==> config.mk <==
export PLATFORM = sky130hd
export DESIGN_NAME = stable_priority_queue_top
export DESIGN_NICKNAME = d
export VERILOG_FILES = /design/src/rtl/spq_pkg.sv /design/src/rtl/spq_cell.sv /design/src/rtl/stable_priority_queue_top.sv
export SDC_FILE = /design/constraint.sdc
export NUM_CORES = 2
export LEC_CHECK = 0
export BUFFER_PORTS_ARGS = -buffer_cell sky130_fd_sc_hd__buf_4
export CAP_MARGIN = 20
export CORE_MARGIN = 4
export CORE_UTILIZATION = 55
export DETAILED_ROUTE_END_ITERATION = 10
export PLACE_DENSITY = 0.72
export SYNTH_ARGS = -nofsm -noshare
export SYNTH_HDL_FRONTEND = slang
export SYNTH_SLANG_ARGS = --single-unit
==> constraint.sdc <==
create_clock -name clk_i -period 17.6 [get_ports clk_i]
set_input_delay 1.76 -clock clk_i [delete_from_list [all_inputs] [get_ports clk_i]]
set_output_delay 1.76 -clock clk_i [all_outputs]
set_load 0.02 [all_outputs]
==> src/rtl/spq_pkg.sv <==
// spq_pkg: shared types and constants for the stable priority queue
// operation codes, status codes and the cell command struct
// no dependencies
package spq_pkg;

  localparam int DefDepth     = 16;
  localparam int DefDataWidth = 32;
  localparam int DefPrioWidth = 16;

  localparam int FuncWidth   = 2;
  localparam int StatusWidth = 2;

  localparam logic [FuncWidth-1:0] FuncPush  = 2'd0;
  localparam logic [FuncWidth-1:0] FuncPop   = 2'd1;
  localparam logic [FuncWidth-1:0] FuncClear = 2'd2;

  localparam logic [StatusWidth-1:0] StatusOk    = 2'd0;
  localparam logic [StatusWidth-1:0] StatusEmpty = 2'd1;
  localparam logic [StatusWidth-1:0] StatusFull  = 2'd2;

  // command broadcast to every cell of the row
  typedef struct packed {
    logic push;
    logic pop;
  } spq_cmd_t;

endpackage

==> src/rtl/spq_cell.sv <==
// spq_cell: one slot of the sorted row, holds data and priority
// shifts right on push behind the insert point, left on pop
// depends on spq_pkg
module spq_cell import spq_pkg::*; #(
  parameter int DataWidth = DefDataWidth,
  parameter int PrioWidth = DefPrioWidth
) (
  input  logic                        clk_i,
  input  spq_cmd_t                    cmd_i,
  input  logic                        occ_i,       // slot holds a live entry
  input  logic        [DataWidth-1:0] new_data_i,
  input  logic signed [PrioWidth-1:0] new_prio_i,
  input  logic                        left_ge_i,   // left neighbor stays put
  input  logic        [DataWidth-1:0] left_data_i,
  input  logic signed [PrioWidth-1:0] left_prio_i,
  input  logic        [DataWidth-1:0] right_data_i,
  input  logic signed [PrioWidth-1:0] right_prio_i,
  output logic                        ge_o,
  output logic        [DataWidth-1:0] data_o,
  output logic signed [PrioWidth-1:0] prio_o
);

  logic        [DataWidth-1:0] data_q, data_d;
  logic signed [PrioWidth-1:0] prio_q, prio_d;

  // live entry that ranks at or above the new one keeps its place
  assign ge_o = occ_i && (prio_q >= new_prio_i);

  always_comb begin
    data_d = data_q;
    prio_d = prio_q;
    if (cmd_i.push && !ge_o) begin
      if (left_ge_i) begin
        data_d = new_data_i;
        prio_d = new_prio_i;
      end else begin
        data_d = left_data_i;
        prio_d = left_prio_i;
      end
    end else if (cmd_i.pop) begin
      data_d = right_data_i;
      prio_d = right_prio_i;
    end
  end

  always_ff @(posedge clk_i) begin
    data_q <= data_d;
    prio_q <= prio_d;
  end

  assign data_o = data_q;
  assign prio_o = prio_q;

endmodule

==> src/rtl/stable_priority_queue_top.sv <==
// stable_priority_queue_top: bounded sorted priority queue on stream ports
// row of spq_cell slots plus the entry counter and the response register
// depends on spq_pkg and spq_cell
//
// Each request (push, pop or clear, chosen by s_axis_tuser_i) is taken at a
// clock edge and its response is registered, valid in the cycle that follows.
// The queue is a row of Depth cells sorted by priority, head in cell 0. A push
// is resolved in parallel: every cell compares its own priority with the
// new one, the cells at or above it stay, the first cell below takes the new
// item and the rest shift one place toward the tail, so equal priorities leave
// first in first out. A pop shifts the whole row one place toward the head and
// returns the old head. A clear only zeroes the entry counter. A push to a full
// queue is dropped with status full, a pop of an empty queue answers status
// empty. Throughput is one request per cycle while the response side keeps up;
// the single response register holds a result until it is taken, and
// s_axis_tready_o is low for as long as a result waits, so the rate is set by
// that register. Every response carries the fill count after the request.
module stable_priority_queue_top import spq_pkg::*; #(
  parameter int Depth     = DefDepth,
  parameter int DataWidth = DefDataWidth,
  parameter int PrioWidth = DefPrioWidth
) (
  input  logic clk_i,
  input  logic rst_ni,
  // request side
  input  logic                                            s_axis_tvalid_i,
  output logic                                            s_axis_tready_o,
  // item_data, item_prio, zero padding
  input  logic [((DataWidth+PrioWidth+7)/8)*8-1:0]        s_axis_tdata_i,
  // func
  input  logic [FuncWidth-1:0]                            s_axis_tuser_i,
  // response side
  output logic                                            m_axis_tvalid_o,
  input  logic                                            m_axis_tready_i,
  // out_data, out_prio, fill_count, zero padding
  output logic [((DataWidth+PrioWidth+$clog2(Depth+1)+7)/8)*8-1:0] m_axis_tdata_o,
  // out_valid, status
  output logic [StatusWidth:0]                            m_axis_tuser_o
);

  localparam int CntWidth  = $clog2(Depth + 1);
  localparam int InDataW   = ((DataWidth + PrioWidth + 7) / 8) * 8;
  localparam int OutFieldW = DataWidth + PrioWidth + CntWidth;
  localparam int OutDataW  = ((OutFieldW + 7) / 8) * 8;

  // request fields
  logic                        accept;
  logic [FuncWidth-1:0]        func;
  logic        [DataWidth-1:0] item_data;
  logic signed [PrioWidth-1:0] item_prio;

  assign accept    = s_axis_tvalid_i && s_axis_tready_o;
  assign func      = s_axis_tuser_i;
  assign item_data = s_axis_tdata_i[DataWidth-1:0];
  assign item_prio = $signed(s_axis_tdata_i[DataWidth+PrioWidth-1:DataWidth]);

  // entry counter
  logic [CntWidth-1:0] count_q, count_d;
  logic                full, empty;
  spq_cmd_t            cmd;
  logic                clear;

  assign full  = (count_q == CntWidth'(Depth));
  assign empty = (count_q == '0);

  always_comb begin
    cmd.push = accept && (func == FuncPush) && !full;
    cmd.pop  = accept && (func == FuncPop) && !empty;
    clear    = accept && (func == FuncClear);
  end

  always_comb begin
    count_d = count_q;
    if (cmd.push) begin
      count_d = count_q + CntWidth'(1);
    end else if (cmd.pop) begin
      count_d = count_q - CntWidth'(1);
    end else if (clear) begin
      count_d = '0;
    end
  end

  always_ff @(posedge clk_i or negedge rst_ni) begin
    if (!rst_ni) begin
      count_q <= '0;
    end else begin
      count_q <= count_d;
    end
  end

  // the cell row, head at index 0
  logic        [DataWidth-1:0] cell_data [Depth];
  logic signed [PrioWidth-1:0] cell_prio [Depth];
  logic                        cell_ge   [Depth];

  for (genvar i = 0; i < Depth; i++) begin : g_cell
    logic                        occ;
    logic                        left_ge;
    logic        [DataWidth-1:0] left_data;
    logic signed [PrioWidth-1:0] left_prio;
    logic        [DataWidth-1:0] right_data;
    logic signed [PrioWidth-1:0] right_prio;

    // slots at or past the count hold stale words and never rank
    assign occ = (CntWidth'(i) < count_q);

    if (i == 0) begin : g_head
      // head has no left neighbor: a non-ranking head always takes the new item
      assign left_ge   = 1'b1;
      assign left_data = '0;
      assign left_prio = '0;
    end else begin : g_body
      assign left_ge   = cell_ge[i-1];
      assign left_data = cell_data[i-1];
      assign left_prio = cell_prio[i-1];
    end

    if (i == Depth - 1) begin : g_tail
      assign right_data = '0;
      assign right_prio = '0;
    end else begin : g_inner
      assign right_data = cell_data[i+1];
      assign right_prio = cell_prio[i+1];
    end

    spq_cell #(
      .DataWidth(DataWidth),
      .PrioWidth(PrioWidth)
    ) u_cell (
      .clk_i        (clk_i),
      .cmd_i        (cmd),
      .occ_i        (occ),
      .new_data_i   (item_data),
      .new_prio_i   (item_prio),
      .left_ge_i    (left_ge),
      .left_data_i  (left_data),
      .left_prio_i  (left_prio),
      .right_data_i (right_data),
      .right_prio_i (right_prio),
      .ge_o         (cell_ge[i]),
      .data_o       (cell_data[i]),
      .prio_o       (cell_prio[i])
    );
  end

  // response register
  logic                        rsp_valid_q;
  logic                        out_valid_q, out_valid_d;
  logic [DataWidth-1:0]        out_data_q, out_data_d;
  logic [PrioWidth-1:0]        out_prio_q, out_prio_d;
  logic [StatusWidth-1:0]      status_q, status_d;
  logic [CntWidth-1:0]         fill_q;

  always_comb begin
    out_valid_d = cmd.pop;
    out_data_d  = '0;
    out_prio_d  = '0;
    status_d    = StatusOk;
    if (cmd.pop) begin
      out_data_d = cell_data[0];
      out_prio_d = cell_prio[0];
    end
    if (accept && (func == FuncPop) && empty) begin
      status_d = StatusEmpty;
    end else if (accept && (func == FuncPush) && full) begin
      status_d = StatusFull;
    end
  end

  always_ff @(posedge clk_i or negedge rst_ni) begin
    if (!rst_ni) begin
      rsp_valid_q <= 1'b0;
    end else if (accept) begin
      rsp_valid_q <= 1'b1;
    end else if (m_axis_tready_i) begin
      rsp_valid_q <= 1'b0;
    end
  end

  always_ff @(posedge clk_i) begin
    if (accept) begin
      out_valid_q <= out_valid_d;
      out_data_q  <= out_data_d;
      out_prio_q  <= out_prio_d;
      status_q    <= status_d;
      fill_q      <= count_d;
    end
  end

  // take a new request only when the response slot is free or draining
  assign s_axis_tready_o = !rsp_valid_q || m_axis_tready_i;

  assign m_axis_tvalid_o = rsp_valid_q;
  assign m_axis_tdata_o  = OutDataW'({fill_q, out_prio_q, out_data_q});
  assign m_axis_tuser_o  = {status_q, out_valid_q};

  // upper request bits are padding
  if (InDataW > DataWidth + PrioWidth) begin : g_pad
    logic unused_pad;
    assign unused_pad = ^s_axis_tdata_i[InDataW-1:DataWidth+PrioWidth];
  end

endmodule

Yosys cells after proc, flatten, opt, wreduce, memory -nomap -nowiden --
Cells that the tools add are included. W data, S select, Z words.
Operators by class: add/sub/neg operators 2, magnitude comparators 32, equality and inequality tests 3, mux-type cells 100, reductions and logical operators 79
Operators with widths (number):
- $mux W32 | 47
- $mux W16 | 47
- $ge A16 B16 Y1 | 16
- $logic_and A1 B1 Y1 | 40
- $lt A4 B5 Y1 const A | 8
- $reduce_bool A2 Y1 | 17
- $lt A3 B5 Y1 const A | 4
- $logic_not A1 Y1 | 19
- $mux W5 | 3
- $lt A1 B5 Y1 const A | 2
- $lt A2 B5 Y1 const A | 2
- $add A5 B1 Y5 const B | 1
- $eq A5 B5 Y1 const B | 1
- $logic_not A5 Y1 | 1
- $sub A5 B1 Y5 const B | 1
- $eq A2 B1 Y1 const B | 1
- $eq A2 B2 Y1 const B | 1
- $logic_not A2 Y1 | 1
- $mux W1 | 2
- $mux W2 | 1
- $logic_or A1 B1 Y1 | 1
Storage, ports and cells: bits in registers 830, input bits 54, output and inout bits 61, word-level logic and storage cells 255

Logic depth before layout (Yosys ltp) --
depth after elaboration 7, mapped depth 15, gate-level depth less buffers 9

By module --
Synthesis repeated with hierarchy kept, for this count alone.
Unflattened totals: cell total of the unflattened synthesis 3688, area total of the unflattened synthesis 51610.7 sq um
By module, submodules not included:
- spq_cell (g_cell[0].u_cell ...) | times used 11, cells an instance 218, area each 3059.2 sq um
- spq_cell (g_cell[5].u_cell ...) | times used 5, cells an instance 218, area each 3049.2 sq um
- stable_priority_queue_top | times used 1, cells an instance 200, area each 2713.9 sq um

Worst setup path after synthesis --
Ideal clock, no wire load.
path type input-to-reg, from input s_axis_tdata_i[39], to register g_cell[9].u_cell.data_q[0] (enable), setup time 0.520 ns, data arrival time 7.878 ns, required time 17.080 ns, setup slack 9.202 ns, stages 13, path through clkbuf_1 > clkbuf_1 > inv_1 > ha_1 > a21oi_1 > o21ai_1 > a211o_1 > or4_4 > and3_1 > buf_2 > buf_6 > buf_6 > o21ai_0
Between the ends: cells in the longest elaborated chain, start to end 5
RTL lines:
- from (decl) | RTL line stable_priority_queue_top.sv:29 | input logic [((DataWidth+PrioWidth+7)/8)*8-1:0] s_axis_tdata_i,
- $ge A16 B16 Y1 | RTL line spq_cell.sv:27 | assign ge_o = occ_i && (prio_q >= new_prio_i);
- $logic_and A1 B1 Y1 | RTL line spq_cell.sv:27
- $logic_not A1 Y1 | RTL line spq_cell.sv:32 | if (cmd_i.push && !ge_o) begin
- $logic_and A1 B1 Y1 | RTL line spq_cell.sv:32
- $reduce_bool A2 Y1 (no line)
- to (signal assigned) | RTL line spq_cell.sv:47 | data_q <= data_d;
- to (decl) | RTL line spq_cell.sv:23 | logic [DataWidth-1:0] data_q, data_d;
Every way passes these cells. A chain may end at the register's enable or synchronous reset.

Worst setup path after layout --
from input s_axis_tdata_i[43], to register g_cell[10].u_cell.data_q[31] (enable)
Between the ends: cells in the longest elaborated chain, start to end 5
RTL lines (RTL line):
- $ge A16 B16 Y1 | spq_cell.sv:27
- $logic_and A1 B1 Y1 | spq_cell.sv:27
- $logic_not A1 Y1 | spq_cell.sv:32
- $logic_and A1 B1 Y1 | spq_cell.sv:32
- $reduce_bool A2 Y1 (no line)
- to (signal assigned) | spq_cell.sv:47
- to (decl) | spq_cell.sv:23
Every way passes these cells.

==> results.ini <==
[floorplan]
core-area_um2=85800
dieHeight_um=303
rows=107
start_util_pct=55.8
ios=115
die_area_um2=91900
die-width_um=303

[setup_path]
ff2ff_setup_slack_ps=12520
worst-setup-path-type=in -> reg
cpMaxStageDelayCell=buf_4
crit_required_ps=17870
rr_startpoint=count_q[0]$_DFF_PN0_
path_buf_inv=4
critPathCaptureType=flop
cp_cell_sequence=buf_4 > inv_1 > ha_1 > nand3_1 > or4_1 > a21oi_1 > o21bai_1 > o311ai_4 > and2_2 > buf_4 > nand2b_2 > buf_4
max_stage_delay_ps=650
crit_fanout=49
crit_family=buffers and inverters
worstPathArrival_ps=6290
timing.rr.end=g_cell[10].u_cell.data_o[31]$_DFFE_PP_
cp-start-kind=input pin
cp_common_cell=buf_4
r2r_cells=9

[cts]
cts.clk_slew.worst_paths_ps=60
worstSkewPairLatency_ps=670
cts.sinks=830
cts_tree=built
cts_root_buffer=clkbuf_16
cts_buffers=89
cts-resized-gates=0
htree_num_levels=3
post_cts_buffers=0
cts_buffer_depth=3
holdBufCountCts=0

[placement]
detailedPlacementHpwl_um=90600
place_inst=5277
gp_congestion=0.959
numPortBuffers=111

[power_and_ir_drop]
powerDensity_nw_per_um2=120
ir_drop_uv=90.6
p_leak_nw=20.5

[drt]
drt-pass1-iter-count=6
vias_per_cell=6.75
drt_wl_total_um=149000
ant_nets=0
vias=36700
wl_per_cell_um=27.4
drt_iter0_markers=4975
drc=0

[synth]
netlist_area_um2=47900
ys_seq_elements=830
synth.distinct_cells=72
synth_ff_type=edfxtp_1
syn_area_per_cell_um2=11.1
synth_edf_count=824
ys_seq_area_share_pct=52.0
syn_inst=4323
synth_warnings=0
synth_compound_area_share_pct=13.7
synthXorXnorAreaFrac_pct=0.0183
synthAdderAreaFrac_pct=6.77
synth-simple-area-share_pct=8.84
synth.area.mux_share_pct=14.8
synth_top_family_by_area=multiplexers
async_flop_share_pct=0.723

[timing]
setup_viol=0
slew_viol_final=0
hold_viol=0
max_freq_mhz=166
relSlewSlack_pct=22.7
timing.final.crit_share_pct=34.2
worst_slew_pin_slew_ps=1160
rsz0062_at_grt=false
skew_ps=42.1
fin_crit_ps=6030
tns_ps=0

[min_path]
whs_endpoint=m_axis_tvalid_o$_DFFE_PN0P_
min_path_type=reg -> reg
hp-start=m_axis_tvalid_o$_DFFE_PN0P_
whs_path_depth=2

[grt]
grt_max_degree=160
grt_overflow=0
track_usage_pct=32.0
grt_pass1_vias=35400
grt_pass1_wl_um=223000
grt_antenna_before_repair=3

[layout]
mostFrequentLayoutCell=edfxtp_1
fill_cells=6942
layoutNonFillerInstCount=5445
mostFrequentLayoutCells=edfxtp_1 (824), a21oi_1 (470), mux2i_1 (437), nand2_1 (342), o21ai_0 (320)
layout.nets=4537
multi_input_area_um2=21500
regArea_um2=24900
area_growth_pct=9.24
drive_gt1_share_pct=13.9

[flow_run]
max_cap_violations=0

[outcome]
status=completed

[how the worst max path moves through the flow]
| stage | endpoint | slack, ps | cells past startpoint | start |
|---|---|---|---|---|
| final | g_cell[10].u_cell.data_o[31]$_DFFE_PP_ | 11570 | 12 | s_axis_tdata_i[43] |
| after floorplan | g_cell[9].u_cell.data_o[0]$_DFFE_PP_ | 9200 | 13 | s_axis_tdata_i[39] |
| after global routing | g_cell[10].u_cell.data_o[31]$_DFFE_PP_ | 11400 | 12 | s_axis_tdata_i[43] |
| after global placement | g_cell[11].u_cell.data_o[31]$_DFFE_PP_ | 11170 | 11 | s_axis_tdata_i[43] |
| after detailed placement | g_cell[10].u_cell.data_o[4]$_DFFE_PP_ | 11040 | 12 | s_axis_tdata_i[43] |
| after CTS | g_cell[10].u_cell.data_o[31]$_DFFE_PP_ | 11710 | 12 | s_axis_tdata_i[43] |
[registers in the layout, summed over array words and instances, names as in the netlist]
name                  count
m_axis_tvalid_o           1
out_prio_q               16
status_q                  2
g_cell.u_cell.data_o    512
count_q                   5
out_valid_q               1
out_data_q               32
g_cell.u_cell.prio_o    256
fill_q                    5
[worst reg2reg max path: stages, from the launching register on]
cell and delay (ps):
dfrtp_1 630, inv_1 120, ha_1 270, nand3_1 200, and3_4 710, buf_4 560, and2_2 240, buf_4 650
nand2b_2 660, buf_4 640
[metal layers]
metal / global-route usage (%) / wire length, um / vias up
met1: 46.2 / 61800 / 18100
met5: 0 / 13 / -
met3: 7.36 / 17000 / 326
li1: - / - / 16100
met2: 47.3 / 64400 / 2287
met4: 12.1 / 5780 / 2
[kinds of logic after synthesis]
kind of cell	count (synthesis)
compound gates	1167
simple gates	964
flops	830
mux	674
buf+inv	427
fa+ha+maj	259
other cells	1
xor+xnor	1
[metrics by stage]
step	worst slack [ps]	instance area, um2	hold slack (ps)	power [mW]	util (%)
after detailed placement	11040	49400	534	4.34	57.6
after CTS	11710	52300	551	6.23	61.0
final	11570	52300	550	6.27	61.0
after global placement	11170	49400	524	4.30	57.6
after floorplan	9200	47900	515	3.77	-
after global routing	11400	52300	566	6.49	61.0
[power breakdown]
group          total, mW  internal [mW]  leakage (nW)  switching, mW
clock network       1.90           1.06          1.42          0.841
registers           2.54           2.42          7.70          0.119
logic               1.83          0.608          11.3           1.22
total               6.27           4.09          20.5           2.18
[Yosys cell counts, drive strengths merged (2+ instances only)]
master,count,share of area (%)
a2111o,2,0.047
a211o,4,0.073
a211oi,7,0.14
a21boi,4,0.063
a21o,44,0.69
a21oi,475,5.0
a221o,3,0.063
a221oi,4,0.099
a22oi,2,0.031
a31oi,248,3.3
and2,52,0.68
and3,7,0.091
and4,3,0.055
buf,141,1.7
clkbuf,236,1.9
dfrtp,6,0.31
edfxtp,824,52
ha,259,6.8
inv,50,0.39
mux2,237,5.6
mux2i,437,9.1
nand2,348,2.7
nand2b,21,0.27
nand3,120,1.3
nand3b,2,0.031
nand4,49,0.64
nor2,321,2.5
nor2b,14,0.18
nor3,9,0.13
nor4,8,0.10
o2111ai,2,0.037
o211ai,13,0.21
o21a,6,0.094
o21ai,329,3.4
o21bai,2,0.031
o22a,2,0.037
o22ai,2,0.026
o31a,3,0.055
o31ai,4,0.073
o41ai,3,0.055
or2,3,0.039
or3,2,0.026
or4,2,0.039
[layout make-up]
| type | instances | area share (%) |
|---|---|---|
| antenna | 2 | 0.00957 |
| clock buffer | 109 | 4.50 |
| clock inverter | 57 | 1.04 |
| timing repair buffer | 185 | 2.70 |
| tap | 1144 | 2.74 |
| multi-input combinational | 3068 | 41.1 |
| sequential | 830 | 47.6 |
| inverter | 50 | 0.359 |
Power figures use the tool's default switching activity.
